## config.mk

```make
export PLATFORM = sky130hd
export DESIGN_NAME = kst_ctrl
export DESIGN_NICKNAME = d
export VERILOG_FILES = /design/src/hdl/kst_pkg.sv /design/src/hdl/kst_ctrl.sv
export VERILOG_INCLUDE_DIRS = /design/src /design/src/hdl
export SDC_FILE = /design/constraint.sdc
export NUM_CORES = 1
export LEC_CHECK = 0
export ABC_AREA = 1
export ABC_CLOCK_PERIOD_IN_PS = 13300
export BUFFER_PORTS_ARGS = -buffer_cell sky130_fd_sc_hd__buf_2
export CAP_MARGIN = 40
export CORE_ASPECT_RATIO = 0.9
export CORE_MARGIN = 2
export CORE_UTILIZATION = 45
export CTS_CLUSTER_DIAMETER = 60
export DETAILED_ROUTE_END_ITERATION = 7
export GPL_TIMING_DRIVEN = 0
export PLACE_DENSITY = 0.73
export SYNTH_ARGS = -nofsm -noshare
export SYNTH_HDL_FRONTEND = slang
export SYNTH_SLANG_ARGS = --single-unit
```

## constraint.sdc

```tcl
create_clock -name clk -period 13.3 [get_ports clk]
set_input_delay 2.66 -clock clk [delete_from_list [all_inputs] [get_ports clk]]
set_output_delay 2.66 -clock clk [all_outputs]
set_load 0.02 [all_outputs]
```

## src/hdl/k_smallest_tracker_max_heap_top_macros.svh

```systemverilog
// ---------------------------------------------------------------------------
// k_smallest_tracker_max_heap_top_macros.svh
// Assertion shorthands used by the heap tracker RTL.
// ---------------------------------------------------------------------------
`ifndef K_SMALLEST_TRACKER_MAX_HEAP_TOP_MACROS_SVH
`define K_SMALLEST_TRACKER_MAX_HEAP_TOP_MACROS_SVH

// same-cycle implication, masked while in reset
`define KST_ASSERT_IMP(lbl, clk, rstn, ante, cons) \
  lbl: assert property (@(posedge clk) disable iff (!rstn) (ante) |-> (cons)) \
    else $error("kst assertion failed");

// next-cycle implication, masked while in reset
`define KST_ASSERT_NXT(lbl, clk, rstn, ante, cons) \
  lbl: assert property (@(posedge clk) disable iff (!rstn) (ante) |=> (cons)) \
    else $error("kst assertion failed");

`endif

```

## src/hdl/kst_pkg.sv

```systemverilog
// ---------------------------------------------------------------------------
// kst_pkg
// Shared constants and types for the k-smallest max-heap tracker.
// ---------------------------------------------------------------------------
package kst_pkg;

  localparam int DEPTH  = 256;
  localparam int ADDR_W = (DEPTH > 1) ? $clog2(DEPTH) : 1;
  localparam int CNT_W  = $clog2(DEPTH + 1);
  localparam int DATA_W = 32;
  localparam int CAP_W  = 9;
  localparam int HELD_W = 9;
  localparam int LIM_W  = (CAP_W > CNT_W) ? CAP_W : CNT_W;

  localparam logic [CAP_W-1:0]  CAP_RESET   = CAP_W'(256);
  localparam logic [DATA_W-1:0] EMPTY_VALUE = '1;

  localparam logic OP_OFFER = 1'b0;
  localparam logic OP_QUERY = 1'b1;

  // heap memory access issued by the sequencer
  typedef struct packed {
    logic              we;
    logic [ADDR_W-1:0] waddr;
    logic [DATA_W-1:0] wdata;
    logic [ADDR_W-1:0] raddr_a;
    logic [ADDR_W-1:0] raddr_b;
  } ram_req_t;

endpackage

```

## src/hdl/kst_ctrl.sv

```systemverilog
// ---------------------------------------------------------------------------
// kst_ctrl
// Heap sequencer: sift-up on insert, sift-down on root replace, query reply.
// ---------------------------------------------------------------------------
`include "k_smallest_tracker_max_heap_top_macros.svh"

module kst_ctrl (
  input  logic                                 clk,
  input  logic                                 rst_n,
  input  logic                                 start,
  output logic                                 busy,
  input  logic                                 in_operation,
  input  logic signed [kst_pkg::DATA_W-1:0]    in_value,
  input  logic [kst_pkg::CAP_W-1:0]            capacity,
  output kst_pkg::ram_req_t                    ram_req,
  input  logic [kst_pkg::DATA_W-1:0]           rdata_a,
  input  logic [kst_pkg::DATA_W-1:0]           rdata_b,
  output logic                                 out_valid,
  output logic signed [kst_pkg::DATA_W-1:0]    out_kth_value,
  output logic                                 out_is_empty,
  output logic [kst_pkg::HELD_W-1:0]           out_held_count
);

  localparam int AW   = kst_pkg::ADDR_W;
  localparam int DW   = kst_pkg::DATA_W;
  localparam int CW   = kst_pkg::CNT_W;
  localparam int LW   = kst_pkg::LIM_W;
  localparam int IX_W = kst_pkg::ADDR_W + 2;

  typedef enum logic [1:0] {S_IDLE, S_UP, S_DN, S_FIN} state_t;

  state_t                state_r, state_nxt;
  logic [AW-1:0]         pos_r, pos_nxt;
  logic [AW-1:0]         par_r, par_nxt;
  logic signed [DW-1:0]  val_r, val_nxt;
  logic [CW-1:0]         fill_r, fill_nxt;
  logic signed [DW-1:0]  root_r, root_nxt;
  logic                  out_valid_r, out_valid_nxt;
  logic signed [DW-1:0]  out_kth_r, out_kth_nxt;
  logic                  out_empty_r, out_empty_nxt;
  logic [kst_pkg::HELD_W-1:0] out_cnt_r, out_cnt_nxt;

  kst_pkg::ram_req_t     req;
  logic [LW-1:0]         limit;
  logic                  accept;
  logic signed [DW-1:0]  rd_a;
  logic signed [DW-1:0]  rd_b;
  logic [IX_W-1:0]       n_ix;
  logic [IX_W-1:0]       c1_ix;
  logic [IX_W-1:0]       c2_ix;
  logic [IX_W-1:0]       nc_ix;
  logic                  has2;
  logic                  pick2;
  logic [AW-1:0]         child;
  logic signed [DW-1:0]  child_val;

  assign accept = start && (state_r == S_IDLE);
  assign rd_a   = $signed(rdata_a);
  assign rd_b   = $signed(rdata_b);
  assign limit  = (LW'(capacity) > LW'(kst_pkg::DEPTH)) ? LW'(kst_pkg::DEPTH)
                                                         : LW'(capacity);

  // sift-down child selection
  assign n_ix      = IX_W'(fill_r);
  assign c1_ix     = IX_W'({pos_r, 1'b1});
  assign c2_ix     = c1_ix + IX_W'(1);
  assign has2      = c2_ix < n_ix;
  assign pick2     = has2 && (rd_a < rd_b);
  assign child     = pick2 ? c2_ix[AW-1:0] : c1_ix[AW-1:0];
  assign child_val = pick2 ? rd_b : rd_a;
  assign nc_ix     = IX_W'({child, 1'b1});

  always_comb begin
    state_nxt     = state_r;
    pos_nxt       = pos_r;
    par_nxt       = par_r;
    val_nxt       = val_r;
    fill_nxt      = fill_r;
    out_valid_nxt = 1'b0;
    out_kth_nxt   = out_kth_r;
    out_empty_nxt = out_empty_r;
    out_cnt_nxt   = out_cnt_r;
    req           = '0;

    unique case (state_r)
      S_IDLE: begin
        if (accept) begin
          if (in_operation == kst_pkg::OP_QUERY) begin
            out_valid_nxt = 1'b1;
            out_empty_nxt = (fill_r == '0);
            out_kth_nxt   = (fill_r == '0) ? $signed(kst_pkg::EMPTY_VALUE) : root_r;
            out_cnt_nxt   = kst_pkg::HELD_W'(fill_r);
          end else if (LW'(fill_r) < limit) begin
            val_nxt  = in_value;
            pos_nxt  = fill_r[AW-1:0];
            fill_nxt = fill_r + CW'(1);
            if (fill_r == '0) begin
              state_nxt = S_FIN;
            end else begin
              par_nxt     = AW'((fill_r - CW'(1)) >> 1);
              req.raddr_a = par_nxt;
              state_nxt   = S_UP;
            end
          end else if ((fill_r != '0) && (in_value < root_r)) begin
            val_nxt = in_value;
            pos_nxt = '0;
            if (fill_r == CW'(1)) begin
              state_nxt = S_FIN;
            end else begin
              req.raddr_a = AW'(1);
              req.raddr_b = AW'(2);
              state_nxt   = S_DN;
            end
          end
        end
      end
      S_UP: begin
        req.we = 1'b1;
        req.waddr = pos_r;
        if (rd_a < val_r) begin
          // parent moves down, climb one level
          req.wdata = rdata_a;
          pos_nxt   = par_r;
          if (par_r == '0) begin
            state_nxt = S_FIN;
          end else begin
            par_nxt     = (par_r - AW'(1)) >> 1;
            req.raddr_a = par_nxt;
          end
        end else begin
          req.wdata = val_r;
          state_nxt = S_IDLE;
        end
      end
      S_DN: begin
        req.we = 1'b1;
        req.waddr = pos_r;
        if (child_val > val_r) begin
          req.wdata = child_val;
          pos_nxt   = child;
          if (nc_ix < n_ix) begin
            req.raddr_a = nc_ix[AW-1:0];
            req.raddr_b = AW'(nc_ix + IX_W'(1));
          end else begin
            state_nxt = S_FIN;
          end
        end else begin
          req.wdata = val_r;
          state_nxt = S_IDLE;
        end
      end
      S_FIN: begin
        req.we    = 1'b1;
        req.waddr = pos_r;
        req.wdata = val_r;
        state_nxt = S_IDLE;
      end
      default: state_nxt = S_IDLE;
    endcase

    // shadow copy of the root keeps queries and compares off the memory
    root_nxt = (req.we && (req.waddr == '0)) ? $signed(req.wdata) : root_r;
  end

  always_ff @(posedge clk) begin
    if (!rst_n) begin
      state_r     <= S_IDLE;
      fill_r      <= '0;
      out_valid_r <= 1'b0;
    end else begin
      state_r     <= state_nxt;
      fill_r      <= fill_nxt;
      out_valid_r <= out_valid_nxt;
    end
    pos_r       <= pos_nxt;
    par_r       <= par_nxt;
    val_r       <= val_nxt;
    root_r      <= root_nxt;
    out_kth_r   <= out_kth_nxt;
    out_empty_r <= out_empty_nxt;
    out_cnt_r   <= out_cnt_nxt;
  end

  assign busy           = (state_r != S_IDLE);
  assign ram_req        = req;
  assign out_valid      = out_valid_r;
  assign out_kth_value  = out_kth_r;
  assign out_is_empty   = out_empty_r;
  assign out_held_count = out_cnt_r;

  `KST_ASSERT_IMP(a_fill_bound, clk, rst_n, 1'b1, fill_r <= CW'(kst_pkg::DEPTH))
  `KST_ASSERT_IMP(a_idle_no_write, clk, rst_n, state_r == S_IDLE, !req.we)
  `KST_ASSERT_NXT(a_query_reply, clk, rst_n,
                  accept && (in_operation == kst_pkg::OP_QUERY), out_valid_r)
  `KST_ASSERT_NXT(a_fill_step, clk, rst_n, 1'b1,
                  (fill_r == $past(fill_r)) || (fill_r == $past(fill_r) + CW'(1)))

endmodule

```

==> impl_metrics.json, run 1 <==
{
  "design.portCount": 210,
  "place.gp.congestion": 0.952,
  "yosysTopAreaCell": "sky130_fd_sc_hd__edfxtp_1",
  "timing.rr.start": "pos_r[0]",
  "timing.critical_path.from": "rdata_a[5]",
  "clk_pin_slew_ps": 60,
  "worst_endpoint_data_arrival_time_ps": 7920,
  "synth_area_sq_mm": 0.0106,
  "timing.critical_path.buf_inv": 6,
  "fin_setup_tns_ps": 0,
  "cts.sink_count": 134,
  "layout-area-overhead-vs-synth_pct": 20.5,
  "grt_max_degree": 29,
  "critical_path_peak_fanout": 10,
  "pwr_density_cell_mw_per_mm2": 219,
  "worst_path_most_repeated_cell": "sky130_fd_sc_hd__nand2_1",
  "vias": 10105,
  "cts_repair_resize_count": 0,
  "min_from": "fill_r[3]",
  "max-clock-path-buffers": 2,
  "core_sq_mm": 0.0233,
  "layout-drive-gt1-share_pct": 17.5,
  "max-cap-violations": 0,
  "postSynthRegisterBits": 134,
  "cp-start-kind": "primary input",
  "setup_ws_ps": 2720,
  "chip_height_um": 150,
  "run_status": "complete, no violations",
  "clock_power_share_pct": 19.4,
  "grt_overflow_total": 0,
  "total_switching_power_w": 0.00133,
  "syn-num-nets": 1623,
  "antenna_cells_inserted": 0,
  "max_slew_vio_count": 0,
  "syn_avg_cell_area_sq_um": 7.85,
  "slew_headroom_pct": 45.3,
  "switching_share_pct": 47.5,
  "synth_cells": 1353,
  "crit_path_max_incr_delay_ps": 620,
  "timing.fmax_mhz": 94.6,
  "ir_worst_vdd_mv": 0.132,
  "routed_via_density": 5.32,
  "yosys.cell_count.top_type": "sky130_fd_sc_hd__nand2_1",
  "crit_slowest_cell": "sky130_fd_sc_hd__clkbuf_1",
  "synth_top_area_share_pct": 34.5,
  "global_route.usage.total_pct": 26.9,
  "yosysWarningCount": 0,
  "synthTopCellsByCount": "sky130_fd_sc_hd__nand2_1, sky130_fd_sc_hd__inv_1, sky130_fd_sc_hd__ha_1",
  "start_util_pct": 45.6,
  "rows": 53,
  "first_pass_grt_wire_length_um": 51400,
  "synth.distinct_cells": 43,
  "grt_setup_unrepaired": "false",
  "num-nets-final": 1855,
  "drt_wl_total_um": 33400,
  "power_report.internal_total_w": 0.00147,
  "io_buffers": 207,
  "leakage_nw": 6.53,
  "combPwrFrac_pct": 55.7,
  "drc": 0,
  "htree_levels": 4,
  "die_width_um": 166,
  "skew_ps": 12.8,
  "dieArea_sq_mm": 0.0248,
  "period_needed_ps": 10580,
  "end_kind": "primary output",
  "number_of_enable_type_register_cells_in_the_synthesized_netlist": 122,
  "cts_buf_count": 17,
  "first_pass_iters": 5,
  "setup_viol_count_final": 0,
  "route.antenna.remaining_nets": 0,
  "hpwlAfterDp_um": 26300,
  "initial_antenna_violation_count": 0,
  "grt_pass1_vias": 9634,
  "tightest_slew_ps": 821,
  "synth_top_area_cells": "sky130_fd_sc_hd__edfxtp_1, sky130_fd_sc_hd__ha_1, sky130_fd_sc_hd__nand2_1, sky130_fd_sc_hd__inv_1, sky130_fd_sc_hd__a21oi_1",
  "drt_first_iter_violations": 892,
  "setup.worst_path.class": "primary input to primary output",
  "synth-seq-area-share_pct": 36.8,
  "final.period_utilization_pct": 79.5,
  "ys.flop_type": "sky130_fd_sc_hd__edfxtp_1",
  "cts_root_buffer": "sky130_fd_sc_hd__clkbuf_16",
  "p_seq_share_pct": 25.0,
  "postCtsHoldBufs": 0,
  "drt-wirelength-per-cell_um": 17.6,
  "worst_hold_path_type": "register to register",
  "path_delay_family": "simple AND/OR/NAND/NOR gates",
  "post_cts.repair.setup_buffers": 0,
  "tritoncts": "yes",
  "timing.critical_path.required_ps": 10640,
  "report.final.hold_viol_count": 0,
  "asyncSetResetFlopFracSynth_pct": 0,
  "pre_cts_slack_ps": 2880,
  "clock_latency_late_sink_ps": 430
}
-- layer usage --
layer | global-route usage (%) | vias up | wire [um]
li1 | - | 4967 | -
met1 | 36.3 | 4603 | 14800
met2 | 42.9 | 474 | 14600
met3 | 6.03 | 61 | 3090
met4 | 9.26 | 0 | 924
met5 | 0 | - | 0
-- sequential cells by signal (all words and copies together), names as in the netlist --
| name | cells |
|---|---|
| root_r | 32 |
| out_is_empty | 1 |
| fill_r | 9 |
| out_held_count | 9 |
| out_valid | 1 |
| pos_r | 8 |
| state_r | 2 |
| out_kth_value | 32 |
| val_r | 32 |
| par_r | 8 |
-- cell usage in the layout, fill, tap and decap left out, types with 18 or more instances in the layout --
cell type and count:
sky130_fd_sc_hd__o21ai_1 36, sky130_fd_sc_hd__ha_1 161, sky130_fd_sc_hd__nand2_1 363, sky130_fd_sc_hd__nor2_1 62, sky130_fd_sc_hd__buf_2 216, sky130_fd_sc_hd__a21oi_1 104
sky130_fd_sc_hd__o21ai_0 45, sky130_fd_sc_hd__inv_1 225, sky130_fd_sc_hd__nor3_1 20, sky130_fd_sc_hd__clkbuf_1 18, sky130_fd_sc_hd__edfxtp_1 122, sky130_fd_sc_hd__nand3_1 68
-- per-stage QoR --
step	power [W]	hold slack (ps)	cell area, sq um	utilization, %	instances
after floorplan	0.00172	431	10600	-	1353
after global placement	0.00218	479	12000	51.7	1862
after detailed placement	0.00223	495	12100	52.1	1868
after CTS	0.00279	503	12800	55.0	1900
after global routing	0.00301	525	12800	55.0	1900
final	0.00280	512	12800	55.0	1900
-- power by group through the flow --
stage,clock network (W),logic (W),registers [W]
final,0.000543,0.00156,0.000699
after global routing,0.000565,0.00173,0.000710
after CTS,0.000547,0.00154,0.000698
after detailed placement,0,0.00153,0.000705
after global placement,0,0.00146,0.000724
after floorplan,0,0.00100,0.000717
-- path summary, 6_finish.rpt --
check | end | slack [ps] | cells past startpoint
worst max-delay path | ram_req[47] | 2720 | 28
worst min-delay path | out_held_count[3] | 510 | 0
worst max register to register | root_r[1] | 7310 | 26
worst min register to register | out_held_count[3] | 510 | 0
-- layout make-up --
cell class              instances  area (sq um)
clock buffers                  22           474
clock inverters                10           191
plain buffers                  33           160
flip-flops and latches        134          3900
inverters                     230           863
fillers                      2189         10500
well taps                     302           378
repair buffers                213          1110
multi-input cells             956          5720
-- logic make-up (layout without fill, tap and decap cells) --
group | Yosys count | count (layout) | synth area share (%)
flops | 134 | 134 | 36.8
buf+inv | 263 | 508 | 9.64
compound gates | 221 | 221 | 11.3
fa+ha+maj | 161 | 161 | 19.0
xor+xnor | 16 | 16 | 1.32
simple gates | 557 | 557 | 22.0
other cells | 1 | 1 | 0.0353
No activity file was read; power rests on OpenSTA's default activity.
==> inputs of run 2 (changes only) <==
--- a/config.mk
+++ b/config.mk
@@ -7,7 +7,7 @@
 export NUM_CORES = 1
 export LEC_CHECK = 0
 export ABC_AREA = 1
-export ABC_CLOCK_PERIOD_IN_PS = 13300
+export ABC_CLOCK_PERIOD_IN_PS = 8680
 export BUFFER_PORTS_ARGS = -buffer_cell sky130_fd_sc_hd__buf_2
 export CAP_MARGIN = 40
 export CORE_ASPECT_RATIO = 0.9
@@ -16,7 +16,7 @@
 export CTS_CLUSTER_DIAMETER = 60
 export DETAILED_ROUTE_END_ITERATION = 7
 export GPL_TIMING_DRIVEN = 0
-export PLACE_DENSITY = 0.73
+export PLACE_DENSITY = 0.76
 export SYNTH_ARGS = -nofsm -noshare
 export SYNTH_HDL_FRONTEND = slang
 export SYNTH_SLANG_ARGS = --single-unit
==> constraint.sdc (replaced) <==
create_clock -name clk -period 8.68 [get_ports clk]
set_input_delay 1.736 -clock clk [delete_from_list [all_inputs] [get_ports clk]]
set_output_delay 1.736 -clock clk [all_outputs]
set_load 0.02 [all_outputs]
==> run 2 against run 1 <==
Critical path depth up 3. Final cell count is essentially flat. Sequential cell count did not move. Global-route usage is 1.0 points higher. Wire length is 3.0% higher. Worst setup slack worse by 2200 ps. Register-to-register slack got worse by 4100 ps. Count of clock-buffer cells in the layout rose by 3. Sequential power grew 53%. Worst hold slack improved by 6.5 ps. Critical path type unchanged.
==> impl_metrics.json, run 2 (synthesized netlist as in run 1, its figures left out) <==
{
  "run_status": "complete, no violations",
  "dieArea_sq_mm": 0.0248,
  "ir_worst_vdd_mv": 0.181,
  "hold_depth": 2,
  "layout-drive-gt1-share_pct": 18.0,
  "skew_ps": 9.28,
  "critical_path_peak_fanout": 10,
  "fin_setup_tns_ps": 0,
  "drt-wirelength-per-cell_um": 18.1,
  "grt_overflow_total": 0,
  "routed_via_density": 5.48,
  "place.gp.congestion": 0.981,
  "pwr_density_cell_mw_per_mm2": 333,
  "setup_viol_count_final": 0,
  "grt_pass1_vias": 10121,
  "first_pass_grt_wire_length_um": 53700,
  "grt_max_degree": 28,
  "drt_wl_total_um": 34400,
  "chip_height_um": 150,
  "hold-path-endpoint": "out_kth_value[17]",
  "drt_first_iter_violations": 1108,
  "report.final.hold_viol_count": 0,
  "cp-start-kind": "primary input",
  "layout_common_cells": "sky130_fd_sc_hd__nand2_1, sky130_fd_sc_hd__inv_1, sky130_fd_sc_hd__buf_2, sky130_fd_sc_hd__ha_1, sky130_fd_sc_hd__edfxtp_1",
  "crit_path_max_incr_delay_ps": 340,
  "end_kind": "primary output",
  "cts_repair_resize_count": 0,
  "design.portCount": 210,
  "r2r_slack_ps": 3190,
  "clock_latency_late_sink_ps": 430,
  "layout-area-overhead-vs-synth_pct": 20.3,
  "initial_antenna_violation_count": 1,
  "period_needed_ps": 8130,
  "rows": 53,
  "vias": 10412,
  "layout_commonest_cell": "sky130_fd_sc_hd__nand2_1",
  "start_util_pct": 45.6,
  "die_width_um": 166,
  "tritoncts": "yes",
  "cts_root_buffer": "sky130_fd_sc_hd__clkbuf_16",
  "worst_endpoint_data_arrival_time_ps": 6400,
  "crit_slowest_cell": "sky130_fd_sc_hd__nor4_1",
  "tightest_slew_ps": 886,
  "cts_buf_count": 17,
  "grt_setup_unrepaired": "false",
  "worst_r2r_path_depth": 29,
  "htree_levels": 4,
  "postCtsHoldBufs": 0,
  "route.antenna.remaining_nets": 0,
  "max-cap-violations": 0,
  "clk_pin_slew_ps": 60,
  "final.period_utilization_pct": 93.7,
  "first_pass_iters": 5,
  "n_fill_cell": 2199,
  "max_slew_vio_count": 0,
  "global_route.usage.total_pct": 27.9,
  "worst_hold_path_type": "register to register",
  "drc": 0,
  "num-nets-final": 1855,
  "setup.worst_path.class": "primary input to primary output",
  "hpwlAfterDp_um": 26800,
  "layout.core_utilization_pct": 54.9,
  "core_sq_mm": 0.0233,
  "timing.rr.start": "pos_r[0]",
  "timing.critical_path.required_ps": 6940,
  "cts.sink_count": 134,
  "post_cts.repair.setup_buffers": 0,
  "min_from": "root_r[17]",
  "timing.fmax_mhz": 123,
  "slew_headroom_pct": 40.9,
  "worst_path_most_repeated_cell": "sky130_fd_sc_hd__nand2_1",
  "leakage_nw": 6.55,
  "io_buffers": 207,
  "r2r-end": "root_r[0]",
  "max-clock-path-buffers": 2
}
## run 2: changes by cell type in the layout (fill, tap and decap cells not counted), moves of 3 or more
cell,change
sky130_fd_sc_hd__clkbuf_1,-6
sky130_fd_sc_hd__clkbuf_2,+8
sky130_fd_sc_hd__clkbuf_16,+6
sky130_fd_sc_hd__clkbuf_8,-3
sky130_fd_sc_hd__bufinv_16,-5
## run 2: where the power goes
group          total, W  internal [W]  switching, W
Sequential      0.00107      0.000988     0.0000840
Combinational   0.00242      0.000740       0.00168
Clock          0.000762      0.000469      0.000293
Total           0.00425       0.00220       0.00205
## run 2: how the worst max path moves through the flow
stage,startpoint,end,slack (ps)
floorplan,rdata_b[5],ram_req[4],1660
global placement,rdata_a[5],ram_req[47],210
detailed placement,rdata_a[5],ram_req[47],170
CTS,rdata_a[5],ram_req[20],130
global route,rdata_b[27],ram_req[18],90
finish,rdata_a[5],ram_req[20],550
## run 2: per-layer routing
| layer | up-vias | GRT usage, % | share of wire, % |
|---|---|---|---|
| met5 | - | 0 | 0 |
| met4 | 0 | 11.9 | 3.2 |
| met3 | 87 | 5.10 | 11 |
| met2 | 575 | 44.5 | 45 |
| met1 | 4773 | 37.5 | 42 |
| li1 | 4977 | - | - |
## run 2: critical path: cells and delay by family
family | cells | cell delay (ps)
AOI/OAI and AO/OA | 3 | 490
adders and majority gates | 2 | 610
buffers and inverters | 7 | 1390
and+or+nand+nor | 19 | 2130
## run 2: cell type report
class	count	area, sq um	share of cell area, %
sequential	134	3900	30.5
antenna	1	2.50	0.0196
clock inverter	7	48.8	0.382
multi-input combinational	956	5720	44.7
clock buffer	25	583	4.56
tap	302	378	2.96
timing repair buffer	213	1110	8.72
inverter	230	863	6.75
buffer	33	170	1.33
## run 2: through the flow
stage	power (W)	hold WS [ps]	setup WS (ps)	cell area [sq um]	cells
after global routing	0.00456	546	92.5	12800	1900
final	0.00425	519	547	12800	1901
after CTS	0.00421	513	132	12800	1900
after detailed placement	0.00343	490	166	12100	1868
after global placement	0.00334	487	211	12000	1862
after floorplan	0.00264	431	1660	10600	1353
==> inputs of run 3 (changes only) <==
--- a/config.mk
+++ b/config.mk
@@ -12,11 +12,12 @@
 export CAP_MARGIN = 40
 export CORE_ASPECT_RATIO = 0.9
 export CORE_MARGIN = 2
-export CORE_UTILIZATION = 45
+export CORE_UTILIZATION = 40
 export CTS_CLUSTER_DIAMETER = 60
 export DETAILED_ROUTE_END_ITERATION = 7
 export GPL_TIMING_DRIVEN = 0
-export PLACE_DENSITY = 0.76
+export PLACE_DENSITY = 0.69
+export REMOVE_ABC_BUFFERS = 1
 export SYNTH_ARGS = -nofsm -noshare
 export SYNTH_HDL_FRONTEND = slang
 export SYNTH_SLANG_ARGS = --single-unit
==> run 3 against run 2 <==
Critical path depth shrank 5. Largest cell class unchanged. Core utilization decreased by 5.6 points. Sequential share of layout area fell by 0.16 points. Critical endpoint is now ram_req[8]. Register-to-register slack got worse by 50 ps. Fmax down 1.6%. Highest routed layer is now met5. Combinational power barely moved. Non-clock buffer count shrank 23.
==> impl_metrics.json, run 3 (synthesized netlist as in run 1, its figures left out) <==
{
  "cts_buf_count": 17,
  "rows": 56,
  "cts_root_buffer": "sky130_fd_sc_hd__clkbuf_16",
  "grt_setup_unrepaired": "false",
  "drt_wl_total_um": 32800,
  "worst_hold_path_type": "register to register",
  "end_kind": "primary output",
  "r2r_slack_ps": 3140,
  "routed_via_density": 5.12,
  "max_slew_vio_count": 0,
  "critical_path_peak_fanout": 60,
  "cp-start-kind": "primary input",
  "start_util_pct": 40.7,
  "hpwlAfterDp_um": 25200,
  "total_switching_power_w": 0.00202,
  "combPwrFrac_pct": 57.2,
  "initial_antenna_violation_count": 4,
  "layout_commonest_cell": "sky130_fd_sc_hd__nand2_1",
  "placedInstanceArea_sq_mm": 0.0122,
  "hold-path-endpoint": "out_kth_value[0]",
  "tritoncts": "yes",
  "worst_endpoint_data_arrival_time_ps": 6530,
  "grt_pass1_vias": 9382,
  "vias": 9875,
  "hold_ws_ps": 517,
  "final.period_utilization_pct": 95.3,
  "worst_r2r_path_depth": 25,
  "run_status": "complete, no violations",
  "die_width_um": 176,
  "clock_power_share_pct": 17.2,
  "place.gp.congestion": 0.876,
  "route.antenna.remaining_nets": 0,
  "pwr_density_cell_mw_per_mm2": 325,
  "leakage_nw": 6.51,
  "clk_pin_slew_ps": 60,
  "design.portCount": 210,
  "ir_worst_vdd_mv": 0.152,
  "htree_levels": 4,
  "max-clock-path-buffers": 2,
  "timing.critical_path.required_ps": 6940,
  "grt_overflow_total": 0,
  "clock_latency_late_sink_ps": 430,
  "timing.fmax_mhz": 121,
  "layout.core_utilization_pct": 49.3,
  "final_design_area_no_fill_sq_mm": 0.0128,
  "timing.rr.start": "pos_r[0]",
  "first_pass_grt_wire_length_um": 49300,
  "io_buffers": 208,
  "layout-drive-gt1-share_pct": 18.1,
  "r2r-end": "pos_r[7]",
  "global_route.usage.total_pct": 23.1,
  "chip_height_um": 159,
  "cts.sink_count": 134,
  "drt-wirelength-per-cell_um": 17.0,
  "slew_headroom_pct": 43.5,
  "power_report.internal_total_w": 0.00215,
  "core_sq_mm": 0.0261,
  "layout_common_cells": "sky130_fd_sc_hd__nand2_1, sky130_fd_sc_hd__inv_1, sky130_fd_sc_hd__buf_2, sky130_fd_sc_hd__ha_1, sky130_fd_sc_hd__edfxtp_1",
  "max-cap-violations": 0,
  "first_pass_iters": 5,
  "hold_depth": 2,
  "layout-area-overhead-vs-synth_pct": 21.0,
  "drc": 0,
  "num-nets-final": 1834,
  "tightest_slew_ps": 844,
  "grt_max_degree": 61,
  "final_cells": 1928,
  "p_seq_share_pct": 25.6,
  "place.detailed.instances": 1888,
  "dieArea_sq_mm": 0.0279,
  "period_needed_ps": 8270,
  "setup_viol_count_final": 0,
  "min_from": "root_r[0]",
  "skew_ps": 12.1,
  "report.final.hold_viol_count": 0,
  "switching_share_pct": 48.5,
  "setup.worst_path.class": "primary input to primary output",
  "drt_first_iter_violations": 840
}
[run 3: changes by cell type in the layout (fill, tap and decap cells not counted), sizes merged]
cell,before,now
bufinv,0,1
clkbuf,43,18
clkinv,7,6
diode,1,3
nand3,71,73
clkinvlp,0,4
inv,230,233
buf,228,223
[run 3: repair_timing]
action	4_1_cts	5_1_grt
endpoints found under the setup margin	34	40
buffers inserted	0	3
gates cloned	0	2
hold buffers	0	0
resized for setup	2	4
pin swaps	0	2
[run 3: worst max-delay path, cell delays in order]
cell                       delay [ps]
sky130_fd_sc_hd__buf_2            130
sky130_fd_sc_hd__ha_1             320
sky130_fd_sc_hd__a21oi_1          150
sky130_fd_sc_hd__nor2_1            50
sky130_fd_sc_hd__nor3_1           130
sky130_fd_sc_hd__nand2_1          140
sky130_fd_sc_hd__nand2_1           80
sky130_fd_sc_hd__nand2_1           90
sky130_fd_sc_hd__nand2_1          110
sky130_fd_sc_hd__nand3_1          240
sky130_fd_sc_hd__nand3_4          210
sky130_fd_sc_hd__buf_16           250
sky130_fd_sc_hd__nand2_1           80
sky130_fd_sc_hd__o21ai_1          130
sky130_fd_sc_hd__ha_1             280
sky130_fd_sc_hd__a21oi_1          190
sky130_fd_sc_hd__o21a_1           170
sky130_fd_sc_hd__o221ai_1         120
sky130_fd_sc_hd__o21ai_0          350
sky130_fd_sc_hd__nand3_1          120
sky130_fd_sc_hd__nand2_1          120
sky130_fd_sc_hd__nand3_1          160
sky130_fd_sc_hd__nor2_2           330
sky130_fd_sc_hd__nand3_2          300
sky130_fd_sc_hd__a31oi_1          270
sky130_fd_sc_hd__buf_2            210
[run 3: worst max path at each step]
stage                              to  slack (ps)        from  cells past startpoint
after global routing       ram_req[8]          60  rdata_a[5]                     26
after floorplan           ram_req[16]        1270  rdata_b[5]                     27
final                      ram_req[8]         410  rdata_a[5]                     26
after CTS                 ram_req[43]         130  rdata_a[5]                     30
after global placement    ram_req[16]       -1150  rdata_a[5]                     29
after detailed placement  ram_req[44]        -390  rdata_a[5]                     30
[run 3: power by group through the flow]
stage,registers (W),clock network [W],logic (W)
after floorplan,0.00110,0,0.00149
after global placement,0.00111,0,0.00216
after detailed placement,0.00108,0,0.00233
after CTS,0.00107,0.000729,0.00234
after global routing,0.00108,0.000758,0.00268
final,0.00107,0.000719,0.00239
[run 3: stage by stage]
stage          total power [W]  worst slack, ps  setup TNS [ps]
6_report               0.00418              411               0
5_1_grt                0.00452             57.5               0
4_1_cts                0.00414              129               0
3_5_place_dp           0.00341             -391          -10330
3_3_place_gp           0.00327            -1150          -35760
2_1_floorplan          0.00259             1270               0
[run 3: layout make-up]
type | instances | area (sq um)
flip-flops and latches | 134 | 3900
clock buffers | 18 | 429
fillers | 2582 | 13200
well taps | 348 | 435
diodes | 3 | 7.51
inverters | 230 | 867
clock inverters | 14 | 141
repair buffers | 223 | 1290
multi-input cells | 958 | 5780
[run 3: routing by layer]
layer	part of all wire [%]	wire length [um]	vias to the layer above	global-route usage [%]
met2	44	14500	359	38.1
met1	47	15500	4535	31.4
met3	7.1	2340	39	4.58
li1	-	-	4938	-
met5	0.091	30	-	0
met4	1.4	464	4	5.04
